<file path="config.mk">
export PLATFORM = sky130hd
export DESIGN_NAME = nibble_rle_encoder
export DESIGN_NICKNAME = d
export VERILOG_FILES = /design/src/nre_pkg.sv /design/src/nre_ctrl.sv /design/src/nre_datapath.sv /design/src/nibble_rle_encoder.sv
export VERILOG_INCLUDE_DIRS = /design/src /design/src/src
export SDC_FILE = /design/constraint.sdc
export NUM_CORES = 1
export LEC_CHECK = 0
export BUFFER_PORTS_ARGS = -buffer_cell sky130_fd_sc_hd__buf_4
export CAP_MARGIN = 0
export CORE_MARGIN = 1
export CORE_UTILIZATION = 40
export DETAILED_ROUTE_END_ITERATION = 8
export SLEW_MARGIN = 15
export SYNTH_ARGS = -nofsm -noshare
export SYNTH_HDL_FRONTEND = slang
export SYNTH_SLANG_ARGS = --single-unit
</file>
<file path="constraint.sdc">
create_clock -name clk -period 7.6 [get_ports clk]
set_clock_uncertainty 0.05 [all_clocks]
set_input_delay 0.38 -clock clk [delete_from_list [all_inputs] [get_ports clk]]
set_output_delay 0.38 -clock clk [all_outputs]
set_load 0.02 [all_outputs]
</file>
<file path="src/nibble_rle_encoder_assert.svh">
// Assertion macros used by the run-length encoder datapath.
// Each macro takes a label, the clock, the active-low reset, a condition
// and a consequence.
`ifndef NIBBLE_RLE_ENCODER_ASSERT_SVH
`define NIBBLE_RLE_ENCODER_ASSERT_SVH

`ifndef SYNTH
// Same-cycle implication.
`define NRE_ASSERT_IMPL(lbl, clk, rst_n, ante, cons) \
	lbl: assert property (@(posedge clk) disable iff (!rst_n) (ante) |-> (cons)) \
		else $error("nibble_rle_encoder: assertion failed");
// Next-cycle implication.
`define NRE_ASSERT_NEXT(lbl, clk, rst_n, ante, cons) \
	lbl: assert property (@(posedge clk) disable iff (!rst_n) (ante) |=> (cons)) \
		else $error("nibble_rle_encoder: assertion failed");
`else
`define NRE_ASSERT_IMPL(lbl, clk, rst_n, ante, cons)
`define NRE_ASSERT_NEXT(lbl, clk, rst_n, ante, cons)
`endif

`endif

</file>
<file path="src/nre_pkg.sv">
`default_nettype none

package nre_pkg;

	// Window of pixels that are not yet coded, and the longest group.
	localparam logic [3:0] WIN_DEPTH = 4'd9;
	localparam logic [3:0] MAX_GROUP = 4'd8;
	// A literal group of n pixels is headed by the nibble 16-n.
	localparam logic [4:0] LIT_BIAS = 5'd16;

	// One input word: a pixel and its end-of-bitmap flag.
	typedef struct packed {
		logic [3:0] pixel;
		logic       final_pixel;
	} pix_word_t;

	// One output word: two packed code nibbles and the last-byte flag.
	typedef struct packed {
		logic [7:0] code_byte;
		logic       final_byte;
	} code_word_t;

	// Controller states.
	typedef enum logic [2:0] {
		ST_IDLE,
		ST_EVAL,
		ST_EMIT,
		ST_FLUSH,
		ST_FINISH
	} nre_state_t;

	// Commands from the controller to the datapath.
	typedef struct packed {
		logic load;
		logic latch;
		logic put_nib;
		logic flush;
		logic finish;
	} ctl_cmd_t;

	// Status from the datapath to the controller.
	typedef struct packed {
		logic decided;
		logic at_end;
		logic nib_last;
		logic slot_free;
	} dp_status_t;

endpackage

`default_nettype wire

</file>
<file path="src/nre_ctrl.sv">
`default_nettype none

module nre_ctrl (
	input  wire logic              clk,
	input  wire logic              arst_n,
	input  wire logic              pix_valid,
	output logic                   pix_stall,
	input  wire nre_pkg::dp_status_t status,
	output nre_pkg::ctl_cmd_t      cmd
);

	nre_pkg::nre_state_t state_q;
	nre_pkg::nre_state_t state_d;

	// State register.
	always_ff @(posedge clk or negedge arst_n) begin
		if (!arst_n) begin
			state_q <= nre_pkg::ST_IDLE;
		end else begin
			state_q <= state_d;
		end
	end

	// Next state and commands.
	always_comb begin
		state_d   = state_q;
		cmd       = '0;
		pix_stall = 1'b1;
		case (state_q)
			nre_pkg::ST_IDLE: begin
				pix_stall = 1'b0;
				if (pix_valid) begin
					cmd.load = 1'b1;
					state_d  = nre_pkg::ST_EVAL;
				end
			end
			nre_pkg::ST_EVAL: begin
				// Look at the window front and capture the group, if any.
				cmd.latch = 1'b1;
				if (status.decided) begin
					state_d = nre_pkg::ST_EMIT;
				end else if (status.at_end) begin
					state_d = nre_pkg::ST_FLUSH;
				end else begin
					state_d = nre_pkg::ST_IDLE;
				end
			end
			nre_pkg::ST_EMIT: begin
				// One code nibble per cycle while the output slot is free.
				if (status.slot_free) begin
					cmd.put_nib = 1'b1;
					if (status.nib_last) begin
						state_d = nre_pkg::ST_EVAL;
					end
				end
			end
			nre_pkg::ST_FLUSH: begin
				if (status.slot_free) begin
					cmd.flush = 1'b1;
					state_d   = nre_pkg::ST_FINISH;
				end
			end
			nre_pkg::ST_FINISH: begin
				if (status.slot_free) begin
					cmd.finish = 1'b1;
					state_d    = nre_pkg::ST_IDLE;
				end
			end
			default: begin
				state_d = nre_pkg::ST_IDLE;
			end
		endcase
	end

endmodule

`default_nettype wire

</file>
<file path="src/nre_datapath.sv">
`default_nettype none

`include "nibble_rle_encoder_assert.svh"

module nre_datapath (
	input  wire logic               clk,
	input  wire logic               arst_n,
	input  wire nre_pkg::ctl_cmd_t  cmd,
	output nre_pkg::dp_status_t     status,
	input  wire nre_pkg::pix_word_t pix_word,
	input  wire logic               code_stall,
	output logic                    code_valid,
	output nre_pkg::code_word_t     code_word
);

	logic [3:0]          win_q [nre_pkg::WIN_DEPTH];
	logic [3:0]          count_q;
	logic [3:0]          held_q;
	logic                phase_q;
	logic                at_end_q;
	logic [3:0]          grp_len_q;
	logic                grp_run_q;
	logic [3:0]          idx_q;
	logic                pend_valid_q;
	logic [7:0]          pend_byte_q;
	logic                out_valid_q;
	nre_pkg::code_word_t out_q;

	logic [3:0]          run_len;
	logic [3:0]          lit_len;
	logic                decided;
	logic                grp_run;
	logic [3:0]          grp_len;
	logic [3:0]          nib;
	logic                nib_last;
	logic                slot_free;
	logic                push;
	logic [7:0]          new_byte;
	logic                send_en;
	nre_pkg::code_word_t send_word;

	// Length of the run at the window front and of a literal group there.
	always_comb begin
		logic run_go;
		logic lit_found;
		run_go    = 1'b1;
		lit_found = 1'b0;
		run_len   = 4'd1;
		lit_len   = nre_pkg::MAX_GROUP;
		for (int j = 1; j < nre_pkg::MAX_GROUP; j++) begin
			if (run_go && (4'(j) < count_q) && (win_q[j] == win_q[0])) begin
				run_len = run_len + 4'd1;
			end else begin
				run_go = 1'b0;
			end
		end
		for (int j = 0; j < nre_pkg::MAX_GROUP; j++) begin
			if (!lit_found && ((4'(j + 1) >= count_q) || (win_q[j] == win_q[j + 1]))) begin
				lit_len   = 4'(j);
				lit_found = 1'b1;
			end
		end
	end

	// Decide whether the front group is certain in kind and length.
	always_comb begin
		decided = 1'b0;
		grp_run = 1'b0;
		grp_len = run_len;
		if (count_q == 4'd0) begin
			decided = 1'b0;
		end else if (run_len >= 4'd2) begin
			grp_run = 1'b1;
			decided = (run_len == nre_pkg::MAX_GROUP) || (run_len < count_q) || at_end_q;
		end else if ((count_q == 4'd1) && !at_end_q) begin
			decided = 1'b0;
		end else if (((lit_len + 4'd1) < count_q) || (lit_len == nre_pkg::MAX_GROUP)) begin
			decided = 1'b1;
			grp_len = lit_len;
		end else if (at_end_q) begin
			decided = 1'b1;
			grp_len = count_q;
		end
	end

	// Code nibble at the current emit position: header first, then pixels.
	always_comb begin
		if (idx_q == 4'd0) begin
			if (grp_run_q) begin
				nib = grp_len_q - 4'd1;
			end else begin
				nib = 4'(nre_pkg::LIT_BIAS - {1'b0, grp_len_q});
			end
		end else if (grp_run_q) begin
			nib = win_q[0];
		end else begin
			nib = win_q[idx_q - 4'd1];
		end
		nib_last = grp_run_q ? (idx_q == 4'd1) : (idx_q == grp_len_q);
	end

	// Byte packing. In the last step of a bitmap the newest byte waits so
	// that it can carry the end flag.
	always_comb begin
		slot_free = !out_valid_q || !code_stall;
		push      = 1'b0;
		new_byte  = {4'd0, held_q};
		send_en   = 1'b0;
		send_word = '0;
		if (cmd.put_nib && phase_q) begin
			push     = 1'b1;
			new_byte = {nib, held_q};
		end else if (cmd.flush && phase_q) begin
			push     = 1'b1;
			new_byte = {4'd0, held_q};
		end
		if (push && !at_end_q) begin
			send_en             = 1'b1;
			send_word.code_byte = new_byte;
		end else if (push && pend_valid_q) begin
			send_en             = 1'b1;
			send_word.code_byte = pend_byte_q;
		end else if (cmd.finish && pend_valid_q) begin
			send_en              = 1'b1;
			send_word.code_byte  = pend_byte_q;
			send_word.final_byte = 1'b1;
		end
	end

	// Window storage: append on load, drop the coded group after its last nibble.
	always_ff @(posedge clk) begin
		if (cmd.load && (count_q < nre_pkg::WIN_DEPTH)) begin
			win_q[count_q] <= pix_word.pixel;
		end else if (cmd.put_nib && nib_last) begin
			for (int i = 0; i < nre_pkg::WIN_DEPTH; i++) begin
				logic [4:0] src;
				src = 5'(i) + {1'b0, grp_len_q};
				if (src < {1'b0, nre_pkg::WIN_DEPTH}) begin
					win_q[i] <= win_q[src[3:0]];
				end
			end
		end
	end

	// Group capture, emit position and nibble pairing.
	always_ff @(posedge clk or negedge arst_n) begin
		if (!arst_n) begin
			count_q   <= '0;
			held_q    <= '0;
			phase_q   <= 1'b0;
			at_end_q  <= 1'b0;
			grp_len_q <= '0;
			grp_run_q <= 1'b0;
			idx_q     <= '0;
		end else begin
			if (cmd.load) begin
				at_end_q <= pix_word.final_pixel;
				if (count_q < nre_pkg::WIN_DEPTH) begin
					count_q <= count_q + 4'd1;
				end
			end
			if (cmd.latch) begin
				grp_len_q <= grp_len;
				grp_run_q <= grp_run;
				idx_q     <= '0;
			end
			if (cmd.put_nib) begin
				if (phase_q) begin
					held_q  <= '0;
					phase_q <= 1'b0;
				end else begin
					held_q  <= nib;
					phase_q <= 1'b1;
				end
				if (nib_last) begin
					idx_q   <= '0;
					count_q <= count_q - grp_len_q;
				end else begin
					idx_q <= idx_q + 4'd1;
				end
			end
			if (cmd.flush) begin
				held_q  <= '0;
				phase_q <= 1'b0;
			end
			if (cmd.finish) begin
				count_q  <= '0;
				held_q   <= '0;
				phase_q  <= 1'b0;
				at_end_q <= 1'b0;
			end
		end
	end

	// Held byte of the last step and the output register.
	always_ff @(posedge clk or negedge arst_n) begin
		if (!arst_n) begin
			pend_valid_q <= 1'b0;
			out_valid_q  <= 1'b0;
		end else begin
			if (push && at_end_q) begin
				pend_valid_q <= 1'b1;
			end else if (cmd.finish) begin
				pend_valid_q <= 1'b0;
			end
			if (send_en) begin
				out_valid_q <= 1'b1;
			end else if (!code_stall) begin
				out_valid_q <= 1'b0;
			end
		end
	end

	// Payload registers.
	always_ff @(posedge clk) begin
		if (push && at_end_q) begin
			pend_byte_q <= new_byte;
		end
		if (send_en) begin
			out_q <= send_word;
		end
	end

	assign status.decided   = decided;
	assign status.at_end    = at_end_q;
	assign status.nib_last  = nib_last;
	assign status.slot_free = slot_free;
	assign code_valid       = out_valid_q;
	assign code_word        = out_q;

	// The window never holds more than its depth.
	`NRE_ASSERT_IMPL(a_count_bound, clk, arst_n, 1'b1, count_q <= nre_pkg::WIN_DEPTH)
	// The end of a bitmap leaves no pixel, nibble or byte behind.
	`NRE_ASSERT_NEXT(a_finish_clears, clk, arst_n, cmd.finish, (count_q == 4'd0) && !phase_q && !pend_valid_q)
	// A byte is held back only in the last step of a bitmap.
	`NRE_ASSERT_IMPL(a_pend_at_end, clk, arst_n, pend_valid_q, at_end_q)
	// A word is only written into a free output register.
	`NRE_ASSERT_IMPL(a_send_slot, clk, arst_n, send_en, slot_free)
	// A decided group has one to eight pixels.
	`NRE_ASSERT_NEXT(a_group_len, clk, arst_n, cmd.latch && decided, (grp_len_q != 4'd0) && (grp_len_q <= nre_pkg::MAX_GROUP))

endmodule

`default_nettype wire

</file>
<file path="src/nibble_rle_encoder.sv">
// Run-length encoder for a stream of 4-bit pixels with nibble codes.
// Input channel pix_*: one pixel word per handshake (pix_valid high and
// pix_stall low), the last pixel of a bitmap flagged by final_pixel.
// Output channel code_*: one code byte per word, the first code nibble in
// bits 3..0, final_byte set on the last byte of the bitmap.
// A pixel is taken in ST_IDLE and the window front is then looked at in
// ST_EVAL. Each group that the pixel completes is put out in ST_EMIT, one
// code nibble per cycle while the output slot is free, and the window is
// looked at again in ST_EVAL. The last pixel of a bitmap then passes through
// ST_FLUSH to flush the odd nibble and ST_FINISH to flag the final byte. The
// nibble-serial packing path limits the throughput; pix_stall is high while
// an item is at work, so no new pixel is taken until the last is through.
// A code byte is written into the output register when the second nibble of
// a pair is put out. On the last item of a bitmap each byte is held back one
// byte so that the newest can carry the end flag, and the final byte is
// written in ST_FINISH.
// Reset clears the window, the nibble pairing and the output register; no
// word is offered after reset until pixels arrive.
// While code_stall is high and a word is offered, the output word holds and
// the encoder waits for the register to drain before it writes the next code nibble.
`default_nettype none

module nibble_rle_encoder (
	input  wire logic               clk,
	input  wire logic               arst_n,
	input  wire logic               pix_valid,
	output logic                    pix_stall,
	input  wire nre_pkg::pix_word_t pix_word,
	output logic                    code_valid,
	input  wire logic               code_stall,
	output nre_pkg::code_word_t     code_word
);

	nre_pkg::ctl_cmd_t   cmd;
	nre_pkg::dp_status_t status;

	// Sequencer for loading, group decisions and flushing.
	nre_ctrl u_ctrl (
		.clk       (clk),
		.arst_n    (arst_n),
		.pix_valid (pix_valid),
		.pix_stall (pix_stall),
		.status    (status),
		.cmd       (cmd)
	);

	// Pixel window, group coder and byte packer.
	nre_datapath u_datapath (
		.clk        (clk),
		.arst_n     (arst_n),
		.cmd        (cmd),
		.status     (status),
		.pix_word   (pix_word),
		.code_stall (code_stall),
		.code_valid (code_valid),
		.code_word  (code_word)
	);

endmodule

`default_nettype wire
</file>
==> flow_metrics.tcl, run 1 <==
set metrics [dict create \
    synth_edf_count 81 \
    synth_ff_type "edfxtp_1" \
    ios 20 \
    cts_tree "done" \
    slew_headroom_pct 22.3 \
    drt_wl_total_um 28500 \
    leakagePower_nw 3.80 \
    synth-seq-cells 105 \
    netlist_area_um2 9750 \
    grt_max_degree 64 \
    placed_area_um2 10200 \
    ir_drop_mv 0.227 \
    whs_ns 0.214 \
    area_growth_pct 7.50 \
    drt_iter0_markers 811 \
    clkLatencyLatePin_ns 0.36 \
    fillers 2287 \
    hold_viol 0 \
    worstSetupEndpointType "register" \
    io_buffers 19 \
    rsz0062_at_grt "false" \
    gp_congestion 0.933 \
    detail_route.first_pass.iterations 6 \
    nNetsFinal 933 \
    grt_pass1_vias 7293 \
    cts_buffers 9 \
    cp.arrival_ns 6.11 \
    fin_crit_ns 5.87 \
    cts_buffer_depth 2 \
    status "completed" \
    clk_pin_slew_worst_paths_ns 0.09 \
    antenna-diode-count 0 \
    hpwl_um 21000 \
    worst_pin_slew_ns 1.16 \
    wl_per_cell_um 23.5 \
    grt_use_total_pct 23.8 \
    worst_ep_required_time_ns 7.84 \
    initial_core_util_pct 41.2 \
    routed-via-count 7634 \
    max_cap_viol_count 0 \
    synth_cells 902 \
    h-tree-depth 3 \
    finalMaxSlewViolations 0 \
    yosys_warnings 0 \
    core.rowCount 56 \
    seq_area_frac_synth_pct 31.1 \
    core_area_um2 23700 \
    setup_violations 0 \
    power.total_w 0.00458 \
    fin_crit_sh_pct 77.2 \
    post_cts_resize_count 0 \
    syn_area_per_cell_um2 10.8 \
    synth_cell_types 74 \
    via_per_inst 6.30 \
    power_switching_w 0.00220 \
    antenna_found_initial 0 \
    drc 0 \
    comb_power_share_pct 69.2 \
    hold_class "input port to register" \
    final.setup.tns_ns 0 \
    startpoint_type "register" \
    die_h_um 158 \
    power.density_nw_per_um2 437 \
    async_reset_ff_share_pct 22.9 \
    fin_area_um2 10500 \
    cts_setup_buffers 0 \
    cp_max_fo 13 \
    clkPwrFrac_pct 11.5 \
    grt_pass1_wl_um 43900 \
    drive_gt1_share_pct 24.1 \
    critPathKind "register to register" \
    p_int_w 0.00238 \
    ctsRootBufferMaster "clkbuf_16" \
    grt.overflow.total 0 \
    fp.dieArea_um2 25000 \
    cts.sinks 105 \
    fp.dieW_um 158 \
    fmax_mhz 170 \
    ant_nets 0 \
    power.share.switching_pct 48.1 \
    p_seq_share_pct 19.3 \
]
==> metal layers <==
layer	share of wire, %	GRT usage (%)	routed length, um
met1	41	32.9	11600
met2	46	37.1	13200
met3	9.4	4.63	2690
met4	3.3	8.20	932
met5	0	0	0
==> layout by cell type (no fill, tap or decap), types with 6 or more instances in the layout <==
cell	n
mux4_2	96
o21ai_0	84
edfxtp_1	81
nand2_1	80
xnor2_1	50
nor2_1	50
a21oi_1	38
ha_1	36
buf_4	33
mux2_2	32
inv_1	30
xor2_1	28
dfrtp_1	22
o211ai_1	18
conb_1	16
nand3_1	15
or2_2	13
a22o_1	13
a21o_1	10
nor3_1	10
mux2i_1	10
clkbuf_16	9
nand4_1	8
and3_1	8
nor2b_1	6
and2_1	6
a31oi_1	6
==> power by group through the flow <==
stage,Sequential (W),Combinational [W],Clock [W]
after floorplan,0.000798,0.00240,0
after global placement,0.000887,0.00311,0
after detailed placement,0.000892,0.00312,0
after CTS,0.000880,0.00313,0.000537
after global routing,0.000900,0.00341,0.000553
final,0.000883,0.00317,0.000526
==> flip-flops by register name, summed over array words and instances, names as in the netlist <==
name	count
u_datapath.pend_valid_q	1
u_datapath.count_q	4
u_ctrl.state_q	3
u_datapath.idx_q	4
u_datapath.code_valid	1
u_datapath.code_word	9
u_datapath.grp_len_q	4
u_datapath.win_q	64
u_datapath.phase_q	1
u_datapath.held_q	4
u_datapath.pend_byte_q	8
u_datapath.at_end_q	1
u_datapath.grp_run_q	1
==> through the flow <==
stage / utilization [%] / setup WS (ns) / std cells
after floorplan: - / 2.38 / 917
after global placement: 42.9 / 2.00 / 1194
after detailed placement: 42.9 / 1.77 / 1194
after CTS: 44.3 / 1.74 / 1211
after global routing: 44.3 / 1.16 / 1211
final: 44.3 / 1.73 / 1211
==> path summary, 6_finish.rpt <==
path | start | to | slack [ns] | cells past startpoint
worst max-delay path | u_datapath.win_q[0][3] | u_ctrl.state_q[1] | 1.73 | 23
worst min-delay path | pix_word[0] | u_datapath.at_end_q | 0.21 | 3
worst max register to register | u_datapath.win_q[0][3] | u_ctrl.state_q[1] | 1.73 | 23
worst min register to register | u_datapath.held_q[1] | u_datapath.pend_byte_q[1] | 0.43 | 0
max in group asynchronous | arst_n | u_datapath.grp_len_q[0] | 6.79 | 2
min in group asynchronous | arst_n | u_datapath.grp_len_q[3] | 0.41 | 2
==> worst max-delay path: stages (launching register included) <==
cell and delay, ns:
edfxtp_1 0.73, xnor2_1 0.19, nand4_1 0.17, nor2_1 0.26, nor4b_1 0.40, ha_1 0.23
nand2_1 0.10, or4_4 0.50, nand2_1 0.12, o21ai_0 0.09, ha_1 0.35, inv_1 0.13
a21oi_1 0.06, o311ai_1 0.35, nand2_1 0.12, ha_1 0.34, mux2_2 0.30, ha_1 0.23
nor3_1 0.13, o211a_1 0.17, a211o_1 0.11, a21oi_1 0.08, a2111oi_0 0.40, a2bb2oi_1 0.18
==> area by class of cell <==
| cell class | instances | area, um^2 | area share (%) |
|---|---|---|---|
| Clock buffer | 9 | 225 | 2.15 |
| Clock inverter | 7 | 93.8 | 0.895 |
| Inverter | 32 | 120 | 1.15 |
| Multi-Input combinational cell | 705 | 6350 | 60.6 |
| Sequential cell | 105 | 3040 | 29.0 |
| Tap cell | 319 | 399 | 3.81 |
| Timing Repair Buffer | 34 | 258 | 2.46 |
==> kinds of logic (layout without fill, tap and decap cells) <==
group	after synthesis	after routing	synth area share, %
compound gates	213	213	13.8
other cells	1	16	0.0385
simple gates	219	219	11.3
flops	105	105	31.1
fa+ha+maj	37	37	4.83
buf+inv	107	82	4.52
mux	139	139	27.0
xor+xnor	81	81	7.43
==> Yosys cell counts (all sizes together) (13+ instances only) <==
library cell | count | area share (%)
mux4 | 96 | 22
o21ai | 88 | 4.5
edfxtp | 81 | 25
nand2 | 81 | 3.1
xnor2 | 52 | 4.8
nor2 | 50 | 1.9
clkbuf | 48 | 1.8
a21oi | 38 | 2.0
ha | 36 | 4.6
mux2 | 33 | 3.8
inv | 32 | 1.2
xor2 | 29 | 2.6
buf | 27 | 1.4
dfrtp | 24 | 6.2
o211ai | 18 | 1.4
nand3 | 15 | 0.77
or2 | 14 | 0.90
a22o | 13 | 1.2
==> timing repair <==
action                                 in CTS  in global routing
endpoints found under the hold margin      24                  0
hold buffers                                1                  0
setup endpoints to repair                   0                  0
Power figures use the tool's default switching activity.
==> run 2, diff against run 1 <==
clock period = 4.9 ns   (was 7.6 ns; I/O delays follow)
==> run 2 against run 1 <==
  * The flow now finishes with violations (setup timing)
  * Sequential share of layout area down 1.3 points
  * Cell area up 4.8%
  * Critical endpoint unchanged
  * Worst setup slack worse by 1.8 ns
  * Wire length up 3.3%
  * Largest cell class unchanged
  * Non-clock buffer count up 53
  * Utilization up 2.1 points
  * Total power up 57%
  * Largest power group unchanged
  * Sequential cell count unchanged
  * Sequential power up 49%
  * Register-to-register slack worse by 1.8 ns
  * Combinational power up 63%
==> flow_metrics.tcl, run 2 (same netlist as run 1, synthesis figures left out) <==
set metrics [dict create \
    status "finished with violations" \
    violations "setup timing" \
    gp_congestion 0.928 \
    crit_path_frequent_cell "ha_4" \
    drt_wl_total_um 29400 \
    r2r-end "u_ctrl.state_q[1]" \
    dp_cells 1240 \
    cts.sinks 105 \
    power.density_nw_per_um2 656 \
    drive_gt1_share_pct 30.2 \
    antenna_found_initial 0 \
    hpwl_um 21900 \
    p_int_w 0.00379 \
    drt_iter0_markers 941 \
    ios 20 \
    crit_path_start "u_datapath.win_q[0][0]" \
    worst_pin_slew_ns 1.03 \
    busiest_layer "met2" \
    cp_max_fo 4 \
    rr_startpoint "u_datapath.win_q[0][0]" \
    fmax_mhz 200 \
    max_cap_viol_count 0 \
    ir_drop_mv 0.333 \
    p_seq_share_pct 18.4 \
    wl_per_cell_um 23.3 \
    finalMaxSlewViolations 0 \
    core.rowCount 56 \
    rsz0062_at_grt "true" \
    power.total_w 0.00720 \
    fin_crit_sh_pct 102 \
    clkPwrFrac_pct 9.9 \
    critPathKind "register to register" \
    clk_pin_slew_worst_paths_ns 0.07 \
    critPathBufInv 1 \
    grt_use_met3_pct 4.95 \
    antenna-diode-count 0 \
    nNetsFinal 986 \
    final_cell_mix "mux4_2, buf_4, o21ai_0" \
    min_from "code_stall" \
    startpoint_type "register" \
    leakagePower_nw 4.05 \
    fin_crit_ns 5.00 \
    ctsRootBufferMaster "clkbuf_16" \
    cp_top_family "simple AND/OR/NAND/NOR gates" \
    cp.arrival_ns 5.23 \
    worstHoldPathCells 2 \
    post-route-util_pct 46.4 \
    grt_pass1_wl_um 44400 \
    largest_reg_flops 64 \
    grt.overflow.total 0 \
    grt_use_total_pct 24.1 \
    hold_class "input port to register" \
    rr_worst_depth 23 \
    grt_max_degree 70 \
    comb_power_share_pct 71.8 \
    slew_headroom_pct 31.4 \
    cts_buffers 9 \
    area_growth_pct 12.6 \
    worst_ep_required_time_ns 5.13 \
    io_buffers 19 \
    hold_path_end "u_datapath.code_valid" \
    die_h_um 158 \
    fp.dieArea_um2 25000 \
    hold_viol 0 \
    cpPeakStageDelay_ns 0.57 \
    regMostFlops "u_datapath.win_q" \
    core_area_um2 23700 \
    grt_pass1_vias 7398 \
    slowest_stage "or4_4" \
    ant_nets 0 \
    power.share.switching_pct 47.3 \
    initial_core_util_pct 41.2 \
    fillers 2225 \
    grtUsageMet2_pct 37.3 \
    fin_ws_ns -0.101 \
    detail_route.first_pass.iterations 5 \
    final_common_cell "mux4_2" \
    fp.dieW_um 158 \
    cts_buffer_depth 2 \
    drc 0 \
    fin_cells 1264 \
    setup_violations 1 \
    power_switching_w 0.00340 \
    cts_tree "done" \
    worstSetupEndpointType "register" \
    r2r_slack_ns -0.10 \
    clkLatencyLatePin_ns 0.36 \
    via_per_inst 6.27 \
    worstPathCellList "xnor2_1 > nand4_1 > nor2_2 > nor4b_4 > ha_2 > nand2_2 > or4_4 > nand2_4 > o21ai_4 > ha_4 > inv_2 > a21oi_2 > o311ai_2 > nand2_1 > ha_4 > mux2_4 > ha_4 > nor3_4 > o211a_1 > a211o_1 > a21oi_2 > a2111oi_2 > a2bb2oi_1" \
    routed-via-count 7931 \
    h-tree-depth 3 \
    grtUsageMet1_pct 33.8 \
]
-- run 2: cell count changes in the layout (fill, tap and decap cells not counted), sizes merged --
cell | before | now
clkinv | 2 | 1
bufinv | 1 | 0
clkbuf | 9 | 11
buf | 33 | 86
-- run 2: power by group through the flow --
stage	Combinational, W	Sequential [W]	Clock, W
after global placement	0.00496	0.00133	0
final	0.00517	0.00132	0.000709
after floorplan	0.00373	0.00124	0
after CTS	0.00501	0.00132	0.000723
after global routing	0.00553	0.00134	0.000744
after detailed placement	0.00499	0.00133	0
-- run 2: final cells by class --
cell class	instances	area [um^2]	area share [%]
Multi-Input combinational cell	705	6490	59.1
Sequential cell	105	3040	27.7
Timing Repair Buffer	87	663	6.04
Tap cell	319	399	3.63
Clock buffer	11	236	2.15
Inverter	32	120	1.09
Clock inverter	5	37.5	0.342
-- run 2: worst max path at each step --
stage,slack [ns],end,depth (start not counted)
finish,-0.10,u_ctrl.state_q[1],23
global route,-0.32,u_ctrl.state_q[1],23
CTS,0.02,u_ctrl.state_q[1],23
detailed placement,0.04,u_ctrl.state_q[1],23
global placement,0.19,u_ctrl.state_q[1],23
floorplan,0.01,u_ctrl.state_q[1],25
-- run 2: metrics by stage --
stage	worst slack, ns	area [um^2]	setup TNS [ns]	hold slack (ns)
global placement	0.187	10500	0	0.123
global route	-0.315	11000	-0.877	0.0918
finish	-0.101	11000	-0.101	0.0775
floorplan	0.0104	9830	0	-0.101
detailed placement	0.0445	10500	0	0.129
CTS	0.0196	10800	0	0.0676
-- run 2: per-layer routing --
metal	wire [um]	up-vias	part of all wire [%]
met1	12300	3950	42
met2	13500	427	46
met4	730	0	2.5
met3	2820	60	9.6
li1	-	3494	-
met5	0	-	0
-- run 2: what timing repair did --
action / 4_1_cts / 5_1_grt
setup buffers: 0 / 7
hold endpoints to repair: 24 / 0
endpoints found under the setup margin: 0 / 6
hold buffers: 1 / 0
gates resized for setup: 0 / 30
==> run 3, diff against run 2 <==
CAP_MARGIN = 20   (was 0)
CELL_PAD_IN_SITES_DETAIL_PLACEMENT = 0   (was unset)
CELL_PAD_IN_SITES_GLOBAL_PLACEMENT = 1   (was unset)
PLACE_DENSITY_LB_ADDON = 0.1   (was unset)
==> run 3 against run 2 <==
  * The run now ends clean
  * Largest cell class unchanged
  * Die area unchanged
  * Combinational power increased by 2%
  * Critical path type unchanged
  * Fmax increased by 2.2%
==> flow_metrics.tcl, run 3 (same netlist as run 1, synthesis figures left out) <==
set metrics [dict create \
    detail_route.first_pass.iterations 6 \
    drt_iter0_markers 781 \
    grt_pass1_wl_um 48300 \
    largest_reg_flops 64 \
    cp_top_family "simple AND/OR/NAND/NOR gates" \
    critPathKind "register to register" \
    p_seq_share_pct 18.1 \
    fin_crit_ns 4.89 \
    ctsRootBufferMaster "clkbuf_16" \
    fmax_mhz 204 \
    gp_congestion 0.949 \
    hold_viol 0 \
    initial_core_util_pct 41.2 \
    ios 20 \
    power.total_w 0.00733 \
    startpoint_type "register" \
    grt_use_total_pct 27.0 \
    clk_pin_slew_worst_paths_ns 0.08 \
    wl_per_cell_um 25.7 \
    leakagePower_nw 4.05 \
    routed-via-count 7890 \
    worst_pin_slew_ns 0.971 \
    p_int_w 0.00376 \
    final.setup.tns_ns 0 \
    fillers 2227 \
    worstSetupEndpointType "register" \
    power.density_nw_per_um2 669 \
    fin_cells 1264 \
    worstPathCellList "xnor2_1 > nand4_1 > nor2_2 > nor4b_4 > ha_2 > nand2_2 > or4_4 > nand2_2 > o21ai_2 > ha_4 > nor3_2 > o311ai_2 > nand2_2 > ha_4 > mux2_4 > ha_4 > nor3_2 > o211a_1 > a211o_1 > a21oi_2 > a2111oi_2 > a2bb2oi_1" \
    grt_max_degree 52 \
    grt.overflow.total 0 \
    via_per_inst 6.24 \
    dp_cells 1238 \
    clkLatencyLatePin_ns 0.36 \
    worst_ep_required_time_ns 5.13 \
    core_area_um2 23700 \
    regMostFlops "u_datapath.win_q" \
    status "completed" \
    hpwl_um 24200 \
    critPathBufInv 0 \
    cts_buffers 9 \
    fp.dieW_um 158 \
    cpPeakStageDelay_ns 0.57 \
    drive_gt1_share_pct 30.1 \
    dp_slack_ns -0.145 \
    cp.arrival_ns 5.12 \
    io_buffers 19 \
    core.rowCount 56 \
    slew_headroom_pct 34.8 \
    slowest_stage "or4_4" \
    ir_drop_mv 0.328 \
    fin_ws_ns 0.00816 \
    hold_class "input port to register" \
    h-tree-depth 3 \
    rsz0062_at_grt "true" \
    final_common_cell "mux4_2" \
    cts_buffer_depth 2 \
    fp.dieArea_um2 25000 \
    final_cell_mix "mux4_2, buf_4, o21ai_0" \
    antenna-diode-count 0 \
    area_growth_pct 12.4 \
    drt_wl_total_um 32500 \
    grt_pass1_vias 7572 \
    cts.sinks 105 \
    clkPwrFrac_pct 9.8 \
    cts_tree "done" \
    antenna_found_initial 0 \
    die_h_um 158 \
    setup_violations 0 \
    drc 0 \
    ant_nets 0 \
    post-route-util_pct 46.3 \
    fin_crit_sh_pct 99.8 \
    finalMaxSlewViolations 0 \
    comb_power_share_pct 72.0 \
    power.share.switching_pct 48.7 \
    max_cap_viol_count 0 \
    cp_max_fo 4 \
    nNetsFinal 986 \
    power_switching_w 0.00357 \
]
run 3: final timing paths:
path / startpoint / end / slack, ns / cells past startpoint
hold / removal: code_stall / u_datapath.code_valid / 0.07 / 2
max in group asynchronous: arst_n / u_datapath.grp_len_q[1] / 4.23 / 2
hold reg to reg: u_datapath.held_q[1] / u_datapath.pend_byte_q[1] / 0.44 / 0
setup reg to reg: u_datapath.win_q[0][0] / u_ctrl.state_q[1] / 0.008 / 22
min in group asynchronous: arst_n / u_datapath.at_end_q / 0.29 / 2
setup / recovery: u_datapath.win_q[0][0] / u_ctrl.state_q[1] / 0.008 / 22
run 3: area by class of cell:
cell class,count,area [um^2],area share [%]
Timing Repair Buffer,87,659,6.02
Sequential cell,105,3040,27.7
Inverter,32,120,1.10
Multi-Input combinational cell,705,6470,59.0
Tap cell,319,399,3.64
Clock buffer,9,225,2.05
Clock inverter,7,50.0,0.457
run 3: timing repair:
action,in CTS,in global routing
gates resized for setup,4,18
pin swaps,2,20
hold buffers,1,0
endpoints found under the hold margin,24,0
setup buffers,2,7
setup endpoints to repair,1,6
run 3: power groups by stage:
stage	sequential [W]	clock [W]	combinational [W]
3_3_place_gp	0.00134	0	0.00513
3_5_place_dp	0.00135	0	0.00515
6_report	0.00133	0.000720	0.00528
5_1_grt	0.00135	0.000758	0.00565
4_1_cts	0.00133	0.000738	0.00519
2_1_floorplan	0.00124	0	0.00373
run 3: worst register-to-register path, delay by kind of cell (launching register included):
| kind | cells | cell delay, ns |
|---|---|---|
| compound gates | 7 | 1.29 |
| simple gates | 9 | 1.66 |
| xor+xnor | 1 | 0.18 |
| flops | 1 | 0.45 |
| mux | 1 | 0.28 |
| fa+ha+maj | 4 | 0.92 |
run 3: layer usage:
metal,global-route usage [%],share of wire (%),up-vias
met5,0,0,-
met4,14.0,5.1,0
met3,3.07,6.1,78
met2,45.4,49,348
met1,34.1,40,3967
li1,-,-,3497
run 3: stage by stage:
stage	area, um^2	hold WS (ns)
final	11000	0.0716
after global routing	11000	0.0727
after CTS	10800	0.0600
after detailed placement	10500	0.129
after global placement	10500	0.125
after floorplan	9830	-0.101
